`src/design/dsw_pkg.sv`:
```
package dsw_pkg;

  localparam int unsigned DELTA_WIDTH = 16;

  localparam logic [13:0] YEAR_MIN = 14'd1;
  localparam logic [13:0] YEAR_MAX = 14'd9999;
  localparam logic [13:0] YEAR_RST = 14'd2000;
  localparam logic [3:0]  MONTH_RST = 4'd1;
  localparam logic [4:0]  DAY_RST = 5'd1;
  localparam logic [6:0]  YY_RST = 7'd0;
  localparam logic [1:0]  CENT_RST = 2'd0;

  localparam logic [3:0] MONTH_JAN = 4'd1;
  localparam logic [3:0] MONTH_FEB = 4'd2;
  localparam logic [3:0] MONTH_DEC = 4'd12;

  localparam logic CMD_LOAD  = 1'b0;
  localparam logic CMD_SHIFT = 1'b1;

  typedef enum logic [2:0] {
    ST_IDLE,
    ST_LD_DIV,
    ST_LD_YY,
    ST_LD_CLAMP,
    ST_WALK,
    ST_WD_SUM,
    ST_WD_OUT
  } dsw_state_e;

  typedef struct packed {
    logic capture;
    logic ld_div;
    logic ld_yy;
    logic ld_clamp;
    logic walk;
    logic wd_sum;
    logic out_load;
  } dsw_cmd_t;

  typedef struct packed {
    logic walk_done;
  } dsw_status_t;

  function automatic logic [4:0] month_len(input logic [3:0] m, input logic leap);
    logic [4:0] len;
    case (m)
      4'd2:    len = leap ? 5'd29 : 5'd28;
      4'd4:    len = 5'd30;
      4'd6:    len = 5'd30;
      4'd9:    len = 5'd30;
      4'd11:   len = 5'd30;
      default: len = 5'd31;
    endcase
    return len;
  endfunction

  function automatic logic [2:0] month_key(input logic [3:0] m);
    logic [2:0] key;
    case (m)
      4'd1:    key = 3'd0;
      4'd2:    key = 3'd3;
      4'd3:    key = 3'd3;
      4'd4:    key = 3'd6;
      4'd5:    key = 3'd1;
      4'd6:    key = 3'd4;
      4'd7:    key = 3'd6;
      4'd8:    key = 3'd2;
      4'd9:    key = 3'd5;
      4'd10:   key = 3'd0;
      4'd11:   key = 3'd3;
      4'd12:   key = 3'd5;
      default: key = 3'd0;
    endcase
    return key;
  endfunction

endpackage

```
`src/design/dsw_ctrl.sv`:
```
module dsw_ctrl (
  input  logic                 clk_i,
  input  logic                 rst_ni,
  input  logic                 in_valid_i,
  output logic                 in_ready_o,
  input  logic                 cmd_i,
  output logic                 out_valid_o,
  input  logic                 out_ready_i,
  input  dsw_pkg::dsw_status_t sts_i,
  output dsw_pkg::dsw_cmd_t    ctl_o
);
  import dsw_pkg::*;

  dsw_state_e state_q, state_d;
  logic       out_valid_q, out_valid_d;
  logic       out_free;

  assign out_free    = !out_valid_q || out_ready_i;
  assign in_ready_o  = (state_q == ST_IDLE);
  assign out_valid_o = out_valid_q;

  always_ff @(posedge clk_i or negedge rst_ni) begin
    if (!rst_ni) begin
      state_q     <= ST_IDLE;
      out_valid_q <= 1'b0;
    end else begin
      state_q     <= state_d;
      out_valid_q <= out_valid_d;
    end
  end

  always_comb begin
    state_d = state_q;
    ctl_o   = '0;
    case (state_q)
      ST_IDLE: begin
        if (in_valid_i) begin
          ctl_o.capture = 1'b1;
          state_d = (cmd_i == CMD_SHIFT) ? ST_WALK : ST_LD_DIV;
        end
      end
      ST_LD_DIV: begin
        ctl_o.ld_div = 1'b1;
        state_d = ST_LD_YY;
      end
      ST_LD_YY: begin
        ctl_o.ld_yy = 1'b1;
        state_d = ST_LD_CLAMP;
      end
      ST_LD_CLAMP: begin
        ctl_o.ld_clamp = 1'b1;
        state_d = ST_WD_SUM;
      end
      ST_WALK: begin
        ctl_o.walk = 1'b1;
        if (sts_i.walk_done) begin
          state_d = ST_WD_SUM;
        end
      end
      ST_WD_SUM: begin
        ctl_o.wd_sum = 1'b1;
        state_d = ST_WD_OUT;
      end
      ST_WD_OUT: begin
        if (out_free) begin
          ctl_o.out_load = 1'b1;
          state_d = ST_IDLE;
        end
      end
      default: begin
        state_d = ST_IDLE;
      end
    endcase
  end

  always_comb begin
    if (ctl_o.out_load) begin
      out_valid_d = 1'b1;
    end else if (out_ready_i) begin
      out_valid_d = 1'b0;
    end else begin
      out_valid_d = out_valid_q;
    end
  end

endmodule

```
`src/design/dsw_datapath.sv`:
```
module dsw_datapath (
  input  logic                                   clk_i,
  input  logic                                   rst_ni,
  input  dsw_pkg::dsw_cmd_t                      ctl_i,
  output dsw_pkg::dsw_status_t                   sts_o,
  input  logic [13:0]                            load_year_i,
  input  logic [3:0]                             load_month_i,
  input  logic [4:0]                             load_day_i,
  input  logic signed [dsw_pkg::DELTA_WIDTH-1:0] day_delta_i,
  output logic [13:0]                            cur_year_o,
  output logic [3:0]                             cur_month_o,
  output logic [4:0]                             cur_day_o,
  output logic [2:0]                             week_day_o,
  output logic                                   range_error_o
);
  import dsw_pkg::*;

  localparam int unsigned DW = DELTA_WIDTH;

  logic [13:0] year_q, year_d;
  logic [3:0]  month_q, month_d;
  logic [4:0]  day_q, day_d;
  logic [6:0]  yy_q, yy_d;
  logic [1:0]  cent_q, cent_d;

  logic [13:0] bk_year_q;
  logic [3:0]  bk_month_q;
  logic [4:0]  bk_day_q;
  logic [6:0]  bk_yy_q;
  logic [1:0]  bk_cent_q;

  logic [13:0] ld_year_q;
  logic [3:0]  ld_month_q;
  logic [4:0]  ld_day_q;
  logic [6:0]  q100_q;
  logic        err_q;
  logic [7:0]  wsum_q;
  logic signed [DW-1:0] rem_q;

  logic [13:0] year_c;
  logic [3:0]  month_c;
  logic [26:0] div_prod;
  logic [13:0] yy_full;
  logic        leap;
  logic [4:0]  mlen;
  logic [4:0]  mlen_prev;
  logic signed [DW:0] day_sum;
  logic        fits;
  logic        at_end;
  logic        walk_err;
  logic [5:0]  fwd_step;
  logic signed [DW-1:0] rem_d;
  logic [7:0]  wsum_d;
  logic [15:0] mod_prod;
  logic [4:0]  q7;
  logic [7:0]  wday_full;

  // The Gregorian rule: divisible by 4, and a century only when divisible by 400.
  assign leap = (year_q[1:0] == 2'd0) && ((yy_q != 7'd0) || (cent_q == 2'd0));
  assign mlen = month_len(month_q, leap);
  assign mlen_prev = (month_q == MONTH_JAN) ? 5'd31 : month_len(month_q - 4'd1, leap);

  always_comb begin
    if (ld_year_q < YEAR_MIN) begin
      year_c = YEAR_MIN;
    end else if (ld_year_q > YEAR_MAX) begin
      year_c = YEAR_MAX;
    end else begin
      year_c = ld_year_q;
    end
    if (ld_month_q == 4'd0) begin
      month_c = MONTH_JAN;
    end else if (ld_month_q > MONTH_DEC) begin
      month_c = MONTH_DEC;
    end else begin
      month_c = ld_month_q;
    end
  end

  // The year over 100 is taken as a product with the scaled reciprocal.
  assign div_prod = 27'(year_c) * 27'd5243;
  assign yy_full  = year_q - 14'(q100_q) * 14'd100;

  assign day_sum  = signed'({rem_q[DW-1], rem_q}) + signed'({{(DW-4){1'b0}}, day_q});
  assign fwd_step = 6'(mlen) - 6'(day_q) + 6'd1;

  always_comb begin
    if (!rem_q[DW-1]) begin
      fits   = (day_sum <= signed'({{(DW-4){1'b0}}, mlen}));
      at_end = (month_q == MONTH_DEC) && (year_q == YEAR_MAX);
      rem_d  = rem_q - signed'({{(DW-6){1'b0}}, fwd_step});
    end else begin
      fits   = (day_sum > signed'({(DW+1){1'b0}}));
      at_end = (month_q == MONTH_JAN) && (year_q == YEAR_MIN);
      rem_d  = rem_q + signed'({{(DW-5){1'b0}}, day_q});
    end
  end

  assign walk_err = !fits && at_end;
  assign sts_o.walk_done = fits || at_end;

  always_comb begin
    year_d  = year_q;
    month_d = month_q;
    day_d   = day_q;
    yy_d    = yy_q;
    cent_d  = cent_q;
    if (ctl_i.ld_div) begin
      year_d  = year_c;
      month_d = month_c;
      day_d   = (ld_day_q == 5'd0) ? DAY_RST : ld_day_q;
    end else if (ctl_i.ld_yy) begin
      yy_d   = yy_full[6:0];
      cent_d = q100_q[1:0];
    end else if (ctl_i.ld_clamp) begin
      if (day_q > mlen) begin
        day_d = mlen;
      end
    end else if (ctl_i.walk) begin
      if (fits) begin
        day_d = day_sum[4:0];
      end else if (walk_err) begin
        year_d  = bk_year_q;
        month_d = bk_month_q;
        day_d   = bk_day_q;
        yy_d    = bk_yy_q;
        cent_d  = bk_cent_q;
      end else if (!rem_q[DW-1]) begin
        day_d = DAY_RST;
        if (month_q == MONTH_DEC) begin
          month_d = MONTH_JAN;
          year_d  = year_q + 14'd1;
          if (yy_q == 7'd99) begin
            yy_d   = 7'd0;
            cent_d = cent_q + 2'd1;
          end else begin
            yy_d = yy_q + 7'd1;
          end
        end else begin
          month_d = month_q + 4'd1;
        end
      end else begin
        day_d = mlen_prev;
        if (month_q == MONTH_JAN) begin
          month_d = MONTH_DEC;
          year_d  = year_q - 14'd1;
          if (yy_q == 7'd0) begin
            yy_d   = 7'd99;
            cent_d = cent_q - 2'd1;
          end else begin
            yy_d = yy_q - 7'd1;
          end
        end else begin
          month_d = month_q - 4'd1;
        end
      end
    end
  end

  always_ff @(posedge clk_i or negedge rst_ni) begin
    if (!rst_ni) begin
      year_q  <= YEAR_RST;
      month_q <= MONTH_RST;
      day_q   <= DAY_RST;
      yy_q    <= YY_RST;
      cent_q  <= CENT_RST;
    end else begin
      year_q  <= year_d;
      month_q <= month_d;
      day_q   <= day_d;
      yy_q    <= yy_d;
      cent_q  <= cent_d;
    end
  end

  // Sum of the key-value method; it stays below 167.
  assign wsum_d = 8'(yy_q) + 8'(yy_q[6:2]) + 8'(month_key(month_q))
                + 8'(3'd6 - {cent_q, 1'b0}) + 8'(day_q)
                - 8'(leap && (month_q <= MONTH_FEB));

  assign mod_prod  = 16'(wsum_q) * 16'd293;
  assign q7        = mod_prod[15:11];
  assign wday_full = wsum_q - 8'(q7) * 8'd7;

  always_ff @(posedge clk_i) begin
    if (ctl_i.capture) begin
      bk_year_q  <= year_q;
      bk_month_q <= month_q;
      bk_day_q   <= day_q;
      bk_yy_q    <= yy_q;
      bk_cent_q  <= cent_q;
      ld_year_q  <= load_year_i;
      ld_month_q <= load_month_i;
      ld_day_q   <= load_day_i;
      rem_q      <= day_delta_i;
      err_q      <= 1'b0;
    end else if (ctl_i.walk) begin
      rem_q <= rem_d;
      if (walk_err) begin
        err_q <= 1'b1;
      end
    end
    if (ctl_i.ld_div) begin
      q100_q <= div_prod[25:19];
    end
    if (ctl_i.wd_sum) begin
      wsum_q <= wsum_d;
    end
    if (ctl_i.out_load) begin
      cur_year_o    <= year_q;
      cur_month_o   <= month_q;
      cur_day_o     <= day_q;
      week_day_o    <= wday_full[2:0];
      range_error_o <= err_q;
    end
  end

endmodule

```
`src/design/date_shift_with_weekday_unit.sv`:
```
// Holds one Gregorian date, reset to 2000-01-01, and answers every input word with
// one output word carrying the stored date, its weekday (0 is Sunday) and a range
// flag. A load word (cmd 0) replaces the date, with out-of-range fields clamped.
// A shift word (cmd 1) walks the date one calendar month per cycle. A shift that
// would leave the years 1 to 9999 keeps the old date and sets range_error. One
// word is worked on at a time; the result sits in an output register, so the
// next input word is taken while an earlier result still waits.
module date_shift_with_weekday_unit (
  input  logic                                   clk_i,
  input  logic                                   rst_ni,
  input  logic                                   in_valid_i,
  output logic                                   in_ready_o,
  input  logic                                   cmd_i,
  input  logic [13:0]                            load_year_i,
  input  logic [3:0]                             load_month_i,
  input  logic [4:0]                             load_day_i,
  input  logic signed [dsw_pkg::DELTA_WIDTH-1:0] day_delta_i,
  output logic                                   out_valid_o,
  input  logic                                   out_ready_i,
  output logic [13:0]                            cur_year_o,
  output logic [3:0]                             cur_month_o,
  output logic [4:0]                             cur_day_o,
  output logic [2:0]                             week_day_o,
  output logic                                   range_error_o
);
  import dsw_pkg::*;

  dsw_cmd_t    ctl;
  dsw_status_t sts;

  dsw_ctrl u_ctrl (
    .clk_i       (clk_i),
    .rst_ni      (rst_ni),
    .in_valid_i  (in_valid_i),
    .in_ready_o  (in_ready_o),
    .cmd_i       (cmd_i),
    .out_valid_o (out_valid_o),
    .out_ready_i (out_ready_i),
    .sts_i       (sts),
    .ctl_o       (ctl)
  );

  dsw_datapath u_datapath (
    .clk_i         (clk_i),
    .rst_ni        (rst_ni),
    .ctl_i         (ctl),
    .sts_o         (sts),
    .load_year_i   (load_year_i),
    .load_month_i  (load_month_i),
    .load_day_i    (load_day_i),
    .day_delta_i   (day_delta_i),
    .cur_year_o    (cur_year_o),
    .cur_month_o   (cur_month_o),
    .cur_day_o     (cur_day_o),
    .week_day_o    (week_day_o),
    .range_error_o (range_error_o)
  );

`ifndef SYNTHESIS
  a_one_at_a_time: assert property (@(posedge clk_i) disable iff (!rst_ni)
    in_valid_i && in_ready_o |=> !in_ready_o)
    else $error("input taken while a word is still in work");

  a_result_valid: assert property (@(posedge clk_i) disable iff (!rst_ni)
    out_valid_o |-> (cur_month_o >= 4'd1) && (cur_month_o <= 4'd12) &&
                    (cur_day_o != 5'd0) && (week_day_o <= 3'd6) &&
                    (cur_year_o >= 14'd1) && (cur_year_o <= 14'd9999))
    else $error("result is not a valid date");

  a_load_shows: assert property (@(posedge clk_i) disable iff (!rst_ni)
    ctl.out_load |=> out_valid_o)
    else $error("loaded result not presented");
`endif

endmodule
```
`config.mk`:
```
export PLATFORM = sky130hd
export DESIGN_NAME = date_shift_with_weekday_unit
export DESIGN_NICKNAME = d
export VERILOG_FILES = /design/src/design/dsw_pkg.sv /design/src/design/dsw_ctrl.sv /design/src/design/dsw_datapath.sv /design/src/design/date_shift_with_weekday_unit.sv
export SDC_FILE = /design/constraint.sdc
export NUM_CORES = 1
export LEC_CHECK = 0
export BUFFER_PORTS_ARGS = -buffer_cell sky130_fd_sc_hd__buf_4
export CORE_MARGIN = 3
export CORE_UTILIZATION = 45
export CTS_BUF_LIST = sky130_fd_sc_hd__clkbuf_4
export DETAILED_ROUTE_END_ITERATION = 8
export PLACE_DENSITY_LB_ADDON = 0.05
export SLEW_MARGIN = 5
export SYNTH_ARGS = -nofsm -noshare
export SYNTH_HDL_FRONTEND = slang
export SYNTH_SLANG_ARGS = --single-unit
```
`constraint.sdc`:
```
create_clock -name clk_i -period 16.2 [get_ports clk_i]
set_clock_uncertainty 0.1 [all_clocks]
set_input_delay 4.05 -clock clk_i [delete_from_list [all_inputs] [get_ports clk_i]]
set_output_delay 4.05 -clock clk_i [all_outputs]
set_load 0.02 [all_outputs]
```
# --- Word level (Yosys, flattened, before mapping) ---
# Memory sizes are Yosys's and may differ from the RTL's.
# Cells that the tools add are included.
totals:
  register_bits: 150
  romBits: 48
  input_bits: 44
  output_inout_bits: 29
  word_cells: 201
  mem_count: 1
memory_table:
  columns: ["name", "words", "word_bits", "read_ports", "rd_clocked_by_memory_dff", "write_ports", "line_no", "source"]
  rows:
  - ["(name not given)", 16, 3, 1, 0, 0, "dsw_pkg.sv:59", "case (m)"]
op_classes:
  addsub: 21
  multipliers: 4
  order_cmp: 7
  eq_ne: 33
  mux: 76
  bitwise_logic: 1
  reduce_logical: 34
op_table:
  columns: ["op", "n"]
  rows:
  - ["14-bit two-way mux", 11]
  - ["7-bit two-way mux", 10]
  - ["5-bit two-way mux", 10]
  - ["16-bit two-way mux", 3]
  - ["4-bit two-way mux", 11]
  - ["14-bit by 13-bit multiplier with 26-bit output (second input constant)", 1]
  - ["3-bit case mux with 7 select lines", 1]
  - ["4-bit equality test (second input constant)", 5]
  - ["2-bit two-way mux", 10]
  - ["5-bit case mux with 2 select lines", 2]
  - ["16-bit by 6-bit adder with 17-bit output", 1]
  - ["17-bit by 1-bit > comparator with 1-bit output (second input constant)", 1]
  - ["17-bit by 6-bit less-or-equal comparator with 1-bit output", 1]
  - ["16-bit by 6-bit adder with 16-bit output", 1]
  - ["4-bit by 3-bit equality test with 1-bit output (second input constant)", 4]
  - ["8-bit by 9-bit multiplier with 16-bit output (second input constant)", 1]
  - ["16-bit by 7-bit subtractor with 16-bit output", 1]
  - ["14-bit by 1-bit adder with 14-bit output (second input constant)", 1]
  - ["14-bit by 1-bit equality test with 1-bit output (second input constant)", 1]
  - ["14-bit equality test (second input constant)", 1]
  - ["14-bit > comparator (second input constant)", 1]
  - ["14-bit by 1-bit < comparator with 1-bit output (second input constant)", 1]
  - ["1-bit two-way mux", 14]
  - ["14-bit by 1-bit subtractor with 14-bit output (second input constant)", 1]
  - ["51 further kinds", 82]

# --- Longest topological paths before layout ---
# Gate-level depths: netlist (run 1).
logic_depth:
  depth_word: 15
  mapped_depth: 26
  depth_no_buf: 26

# --- Hierarchy ---
# Synthesis (run 1) repeated with hierarchy kept, for this count alone.
unflattened:
  cells_unflattened: 1303
  area_unflattened_um2: 13326.5
modules_own_cells:
  columns: ["mod", "instances", "cells_per_inst", "area_each_um2", "seq_area_each_um2"]
  rows:
  - ["dsw_datapath", 1, 1271, 13033.8, 4164.0]
  - ["dsw_ctrl", 1, 32, 292.8, 100.1]

# --- Worst setup path before layout (run 1) ---
# Ideal clock, no wire load.
synth_timing:
  kind: "input-to-reg"
  start: "in in_valid_i"
  end: "reg u_datapath.rem_q[10] (data pin)"
  setup_time_ns: 0.339
  arrival_time_ns: 6.255
  t_required_ns: 15.761
  path_slack_ns: 9.507
  cell_stages: 4
  n_path_buf: 2
  cell_sequence: "and2_1 -> clkbuf_1 -> clkbuf_1 -> a21oi_1"
synth_lines:
  columns: ["item", "line_no", "source"]
  rows:
  - ["from (decl)", "date_shift_with_weekday_unit.sv:11", "input logic in_valid_i,"]
  - ["to (signal assigned)", "dsw_datapath.sv:195", "rem_q <= day_delta_i;"]
  - ["to (signal assigned)", "dsw_datapath.sv:198", "rem_q <= rem_d;"]
  - ["to (decl)", "dsw_datapath.sv:38", "logic signed [DW-1:0] rem_q;"]

# --- Final worst setup path (run 1) ---
layout_timing:
  start: "reg u_datapath.yy_q[2]"
  end: "reg u_datapath.rem_q[15] (data pin)"
layout_via:
  elab_chain_cells: 11
layout_lines:
  columns: ["item", "line_no", "source"]
  rows:
  - ["from (decl)", "dsw_datapath.sv:23", "logic [6:0] yy_q, yy_d;"]
  - ["from (signal assigned)", "dsw_datapath.sv:171", "yy_q <= yy_d;"]
  - ["7-bit nonzero test", "dsw_datapath.sv:59", "assign leap = (year_q[1:0] == 2'd0) && ((yy_q != 7'd0) || (cent_q == 2'd0));"]
  - ["1-bit logical OR", "dsw_datapath.sv:59", null]
  - ["1-bit logical AND", "dsw_datapath.sv:59", null]
  - ["1-bit two-way mux", "dsw_pkg.sv:47", "4'd2: len = leap ? 5'd29 : 5'd28;"]
  - ["5-bit case mux with 2 select lines", "dsw_pkg.sv:46", "case (m)"]
  - ["5-bit by 5-bit subtractor with 6-bit output", "dsw_datapath.sv:85", "assign fwd_step = 6'(mlen) - 6'(day_q) + 6'd1;"]
  - ["6-bit by 1-bit adder with 6-bit output", "dsw_datapath.sv:85", null]
  - ["16-bit by 7-bit subtractor with 16-bit output", "dsw_datapath.sv:91", "rem_d = rem_q - signed'({{(DW-6){1'b0}}, fwd_step});"]
  - ["16-bit two-way mux", "dsw_datapath.sv:88", "if (!rem_q[DW-1]) begin"]
  - ["16-bit two-way mux", "dsw_datapath.sv:197", "end else if (ctl_i.walk) begin"]
  - ["16-bit two-way mux", "dsw_datapath.sv:186", "if (ctl_i.capture) begin"]
# No other way between the ends. The select of a mux whose other input is x is not followed.
# A chain may end at the register's enable or synchronous reset.

==> flow_summary.ini, run 1 <==
[status]
status = completed

[setup_path]
crit_fanout = 12
critPathBufInv = 1
crit_family = simple AND/OR/NAND/NOR gates
cp_slowest_cell = dfrtp_1
max_stage_delay_ns = 0.55
r2r_setup_slack_ns = 9.62
path_cells = or3_1 > or3_1 > o21ai_0 > nand2_1 > nand2_1 > o21ai_0 > buf_4 > ha_1 > ha_1 > fa_1 > nor3_1 > nor2b_1 > ha_1 > nor2b_1 > ha_1 > nand2_1 > o21ai_0 > a41oi_1 > a211oi_1 > o21a_1 > o21ai_0 > o41ai_1 > a21oi_1
cp-end-kind = register
regToRegEndpoint = u_datapath.rem_q[15]$_DFFE_PP_
r2r_cells = 23
critical_path_class = register to register
arrival_ns = 6.78
worst_r2r_startpoint = u_datapath.yy_q[2]$_DFFE_PN0P_
start_kind = register
worstPathRequired_ns = 16.40

[sta]
finalSetupTns_ns = 0
rsz0062_at_grt = no
min_period_ns = 6.58
max_slew_margin_pct = 25.9
setup_violations = 0
max_freq_mhz = 152
report.final.hold_viol_count = 0
tightest_slew_ns = 1.11
min_period_over_period_pct = 40.6
drv_slew = 0

[clock_tree]
cts_tree = yes
clk_path_buf_depth = 2
clk_pin_slew_ns = 0.17
holdBufCountCts = 0
numCtsBuffers = 17
cts-htree-levels = 4
cts.sinks = 148
post_cts_buffers = 0
ctsRootBufferMaster = clkbuf_4
cts.repair.resized = 0
clk-insertion-delay-late_ns = 0.57

[final_layout]
fin_nets = 1691
fill_cells = 2769
regArea_mm2 = 0.00426
multi_input_area_mm2 = 0.00796
syn_to_final_growth_pct = 9.04
layout_commonest_cell = inv_1
final_cell_mix = inv_1 (214), ha_1 (184), edfxtp_1 (111)
layout-drive-gt1-share_pct = 10.1

[placed_design]
place_congestion = 0.840
hpwlAfterDp_um = 25000
port_buffers = 72

[synth]
syn_area_mm2 = 0.0132
yosysUniqueCellTypes = 73
yosysWarnings = 0
ys_ff_latch = 148
synth-seq-area-share_pct = 32.3
synth_async_sr_flop_share_pct = 24.3
synth_area_leaders = edfxtp_1 (25%), ha_1 (17%), fa_1 (13%)
yosys.area.top_type = edfxtp_1
synth.avg_cell_area_um2 = 9.99
synth-edff-count = 111
synth.top_cell.area_share_pct = 25.2
syn-num-nets = 1633
syn_inst = 1322
ys.flop_type = edfxtp_1

[floorplan]
ioPinCount = 73
core-area_mm2 = 0.0289
die_x_um = 177
die_h_um = 177
initial_utilization_pct = 45.8
rows = 62
die-area_mm2 = 0.0315

[hold_path]
min_from = u_datapath.err_q$_SDFFE_PP0P_
whs_path_depth = 0
hold_end = u_datapath.range_error_o$_DFFE_PP_
hold_class = register to register

[detailed_routing]
detail-route-antenna-nets = 0
wirelength_um = 32600
vias = 9546
post_drt_via_cell_ratio = 5.37
drt_first_pass_iters = 5
drc = 0
routedWlPerCell_um = 18.3
first_iter_violations = 584

[global_routing]
grt_pass1_wl_um = 52500
grt_antenna_before_repair = 1
grt_max_degree = 67
grt_overflow = 0
grt_use_total_pct = 21.5
grt_pass1_vias = 9572

[job]
maxCapViolCount = 0
## state kept, by name (all words and copies together), names as in the netlist, 3 cells and up
signal                  flops
u_datapath.rem_q           16
u_datapath.day_q            5
u_datapath.bk_month_q       4
u_ctrl.state_q              3
u_datapath.ld_day_q         5
u_datapath.ld_year_q       14
u_datapath.week_day_o       3
u_datapath.month_q          4
u_datapath.q100_q           5
u_datapath.bk_day_q         5
u_datapath.wsum_q           8
u_datapath.cur_year_o      14
u_datapath.yy_q             7
u_datapath.ld_month_q       4
u_datapath.bk_year_q       14
u_datapath.bk_yy_q          7
u_datapath.year_q          14
u_datapath.cur_month_o      4
u_datapath.cur_day_o        5
## worst max path at each step
stage                                         startpoint                             end  slack (ns)  depth (start not counted)
after detailed placement  u_datapath.yy_q[2]$_DFFE_PN0P_  u_datapath.rem_q[15]$_DFFE_PP_        9.73                         23
after global placement    u_datapath.yy_q[2]$_DFFE_PN0P_  u_datapath.rem_q[15]$_DFFE_PP_        9.83                         23
after CTS                 u_datapath.yy_q[2]$_DFFE_PN0P_  u_datapath.rem_q[15]$_DFFE_PP_        9.67                         23
final                     u_datapath.yy_q[2]$_DFFE_PN0P_  u_datapath.rem_q[15]$_DFFE_PP_        9.62                         23
after floorplan                               in_valid_i  u_datapath.rem_q[10]$_DFFE_PP_        9.51                          4
after global routing      u_datapath.yy_q[2]$_DFFE_PN0P_  u_datapath.rem_q[15]$_DFFE_PP_        9.06                         23
## synthesized netlist by cell type (all sizes together) (6+ instances only)
master,instances
xor2,11
nor4,10
nor3,29
o21ai,69
nor2b,13
a41oi,6
a31oi,18
dfrtp,28
ha,184
nand4,9
buf,10
o31ai,7
nor2,70
clkbuf,30
o21a,10
mux2i,7
xnor2,52
nand2b,15
nand2,77
a21oi,63
o22ai,10
edfxtp,111
a21o,18
or3,7
fa,83
a211oi,16
dfstp,8
a211o,6
nand3,30
and3,10
o211ai,16
inv,214
## metal layers
| metal | global-route usage, % | routed length (um) |
|---|---|---|
| met5 | 0 | 0 |
| met4 | 4.61 | 430 |
| met3 | 2.85 | 1060 |
| met2 | 35.2 | 15300 |
| met1 | 30.6 | 15700 |
## logic make-up after synthesis
group / after synthesis / share of synthesized area (%)
AO/OA/AOI/OAI: 283 / 14.1
XOR/XNOR: 63 / 4.18
adder cells (fa/ha/maj): 267 / 30.0
buffers and inverters: 255 / 7.52
flip-flops: 148 / 32.3
multiplexers: 13 / 1.13
AND/OR/NAND/NOR: 293 / 10.8
## worst register-to-register path: cells and delay by family, from the launching register on
kind / cells / cell delay (ns)
simple gates: 8 / 2.06
flops: 1 / 0.55
buf+inv: 1 / 0.19
fa+ha+maj: 5 / 1.48
compound gates: 9 / 1.92
## stage by stage
stage                     hold slack (ns)  cell area (um^2)  setup WS (ns)  util (%)  cells
after floorplan                     0.309             13200           9.51         -   1322
after global placement              0.330             14100           9.83      48.9   1745
after detailed placement            0.320             14100           9.73      48.9   1745
after CTS                           0.357             14400           9.67      49.9   1777
after global routing                0.386             14400           9.06      49.9   1778
final                               0.355             14400           9.62      49.9   1778
## layout make-up
| class | instances | area share, % |
|---|---|---|
| multi-input cells | 919 | 55.3 |
| flip-flops and latches | 148 | 29.6 |
| inverters | 215 | 5.60 |
| repair buffers | 79 | 4.12 |
| well taps | 384 | 3.34 |
| clock inverters | 15 | 1.16 |
| clock buffers | 17 | 0.886 |
| diodes | 1 | 0.0174 |
Power of run 1 is not shown: default switching activity piles up to over one toggle a cycle in this logic, so the estimate is an artifact.
==> run 2, diff against run 1 <==
clock period = 6.6 ns   (was 16.2 ns; I/O delays follow)
==> run 2 against run 1 <==
  * First-iteration DRC count grew 5.7%
  * Maximum frequency grew 5.8%
  * Sequential share of layout area shrank 0.38 points
  * Count of clock-buffer cells in the layout grew 1
  * Register-to-register slack lost 9.2 ns
  * Global-route usage grew 0.27 points
  * Worst hold slack gained 0.0016 ns
  * Via count grew 1.8%
  * Die area is the same
  * Wire length grew 0.86%
  * Critical path depth grew 1
==> flow_summary.ini, run 2 (synthesis results as in run 1) <==
[floorplan]
die_x_um = 177
die_h_um = 177
core-area_mm2 = 0.0289
initial_utilization_pct = 45.8
ioPinCount = 73
die-area_mm2 = 0.0315
rows = 62

[job]
maxCapViolCount = 0

[clock_tree]
cts.sinks = 148
clk_path_buf_depth = 2
cts-htree-levels = 4
ctsRootBufferMaster = clkbuf_4
cts_tree = yes
holdBufCountCts = 0
post_cts_buffers = 0
clk_pin_slew_ns = 0.16
clk-insertion-delay-late_ns = 0.56
numCtsBuffers = 17
cts.repair.resized = 0

[placed_design]
hpwlAfterDp_um = 25500
place_congestion = 0.909
port_buffers = 72

[setup_path]
cp-end-kind = register
arrival_ns = 6.45
start_kind = register
critical_path_class = register to register
crit_fanout = 6
worstPathRequired_ns = 6.83
r2r_setup_slack_ns = 0.38

[sta]
drv_slew = 0
holdWs_ns = 0.357
max_slew_margin_pct = 36.7
min_period_over_period_pct = 94.2
max_freq_mhz = 161
finalSetupTns_ns = 0
tightest_slew_ns = 0.948
setup_violations = 0
report.final.hold_viol_count = 0
min_period_ns = 6.22

[final_layout]
top_register = u_datapath.rem_q
fill_cells = 2727
largest_reg_flops = 16
fin_nets = 1709
multi_input_area_mm2 = 0.00800
layout_commonest_cell = inv_1
final_cell_mix = inv_1 (212), ha_1 (184), edfxtp_1 (111)
regArea_mm2 = 0.00426
layout-drive-gt1-share_pct = 12.0
syn_to_final_growth_pct = 10.4

[global_routing]
grt_pass1_wl_um = 53300
grt_max_degree = 62
grt_use_total_pct = 21.7
grt_antenna_before_repair = 1
grt_overflow = 0
grt_pass1_vias = 9975

[detailed_routing]
post_drt_via_cell_ratio = 5.41
first_iter_violations = 617
drc = 0
wirelength_um = 32800
detail-route-antenna-nets = 0
routedWlPerCell_um = 18.3
drt_first_pass_iters = 5
vias = 9722

[status]
status = completed

[hold_path]
hold_class = register to register
-- run 2: cell types whose count changed in the layout (fill, tap and decap cells not counted), sizes merged --
cell | previous run | this run
buf | 79 | 97
clkbuf | 17 | 18
clkinv | 5 | 3
clkinvlp | 1 | 2
-- run 2: path summary, 6_finish.rpt --
| check | from | endpoint | cells after the start |
|---|---|---|---|
| worst max register to register | u_datapath.ld_year_q[7]$_DFFE_PP_ | u_datapath.q100_q[3]$_DFFE_PP_ | 24 |
| worst max-delay path | u_datapath.ld_year_q[7]$_DFFE_PP_ | u_datapath.q100_q[3]$_DFFE_PP_ | 24 |
| worst min register to register | u_datapath.err_q$_SDFFE_PP0P_ | u_datapath.range_error_o$_DFFE_PP_ | 0 |
| min in group asynchronous | rst_ni | u_ctrl.out_valid_o$_DFFE_PN0P_ | 1 |
| max in group asynchronous | rst_ni | u_datapath.year_q[5]$_DFFE_PN0P_ | 1 |
| worst min-delay path | u_datapath.err_q$_SDFFE_PP0P_ | u_datapath.range_error_o$_DFFE_PP_ | 0 |
-- run 2: final cells by class --
cell class              instances  share of cell area [%]
diodes                          1                  0.0171
repair buffers                 97                    5.08
flip-flops and latches        148                    29.2
multi-input cells             919                    54.8
clock buffers                  18                   0.926
well taps                     384                    3.29
clock inverters                14                    1.14
inverters                     215                    5.53
-- run 2: through the flow --
step / setup slack, ns / area, um^2 / util [%] / cells
3_3_place_gp: 0.416 / 14300 / 49.4 / 1763
3_5_place_dp: 0.277 / 14300 / 49.4 / 1763
6_report: 0.381 / 14600 / 50.6 / 1796
5_1_grt: -0.0598 / 14600 / 50.6 / 1796
2_1_floorplan: 0.790 / 13200 / - / 1322
4_1_cts: 0.244 / 14600 / 50.4 / 1795
-- run 2: worst max-delay path, stage by stage (launching register included) --
cell	delay, ns
edfxtp_1	0.45
nor4_2	0.35
nand2_1	0.13
and3_1	0.26
nor2_4	0.13
inv_2	0.11
fa_1	0.43
ha_1	0.28
inv_1	0.04
fa_1	0.48
inv_1	0.05
fa_1	0.55
inv_1	0.07
fa_1	0.54
inv_1	0.04
ha_1	0.30
a21o_1	0.18
a21oi_1	0.13
o21ai_0	0.11
or3_1	0.33
o211ai_1	0.18
nand3_1	0.15
or2_2	0.32
a21oi_1	0.18
xnor2_1	0.08
-- run 2: routing by layer --
layer	GRT usage [%]	wire, um	part of all wire, %	up-vias
met1	30.6	15700	48	4734
met5	0	0	0	-
li1	-	-	-	4758
met3	2.87	1220	3.7	33
met4	5.20	533	1.6	0
met2	35.8	15400	47	197
Power of run 2 is left out for the same reason.
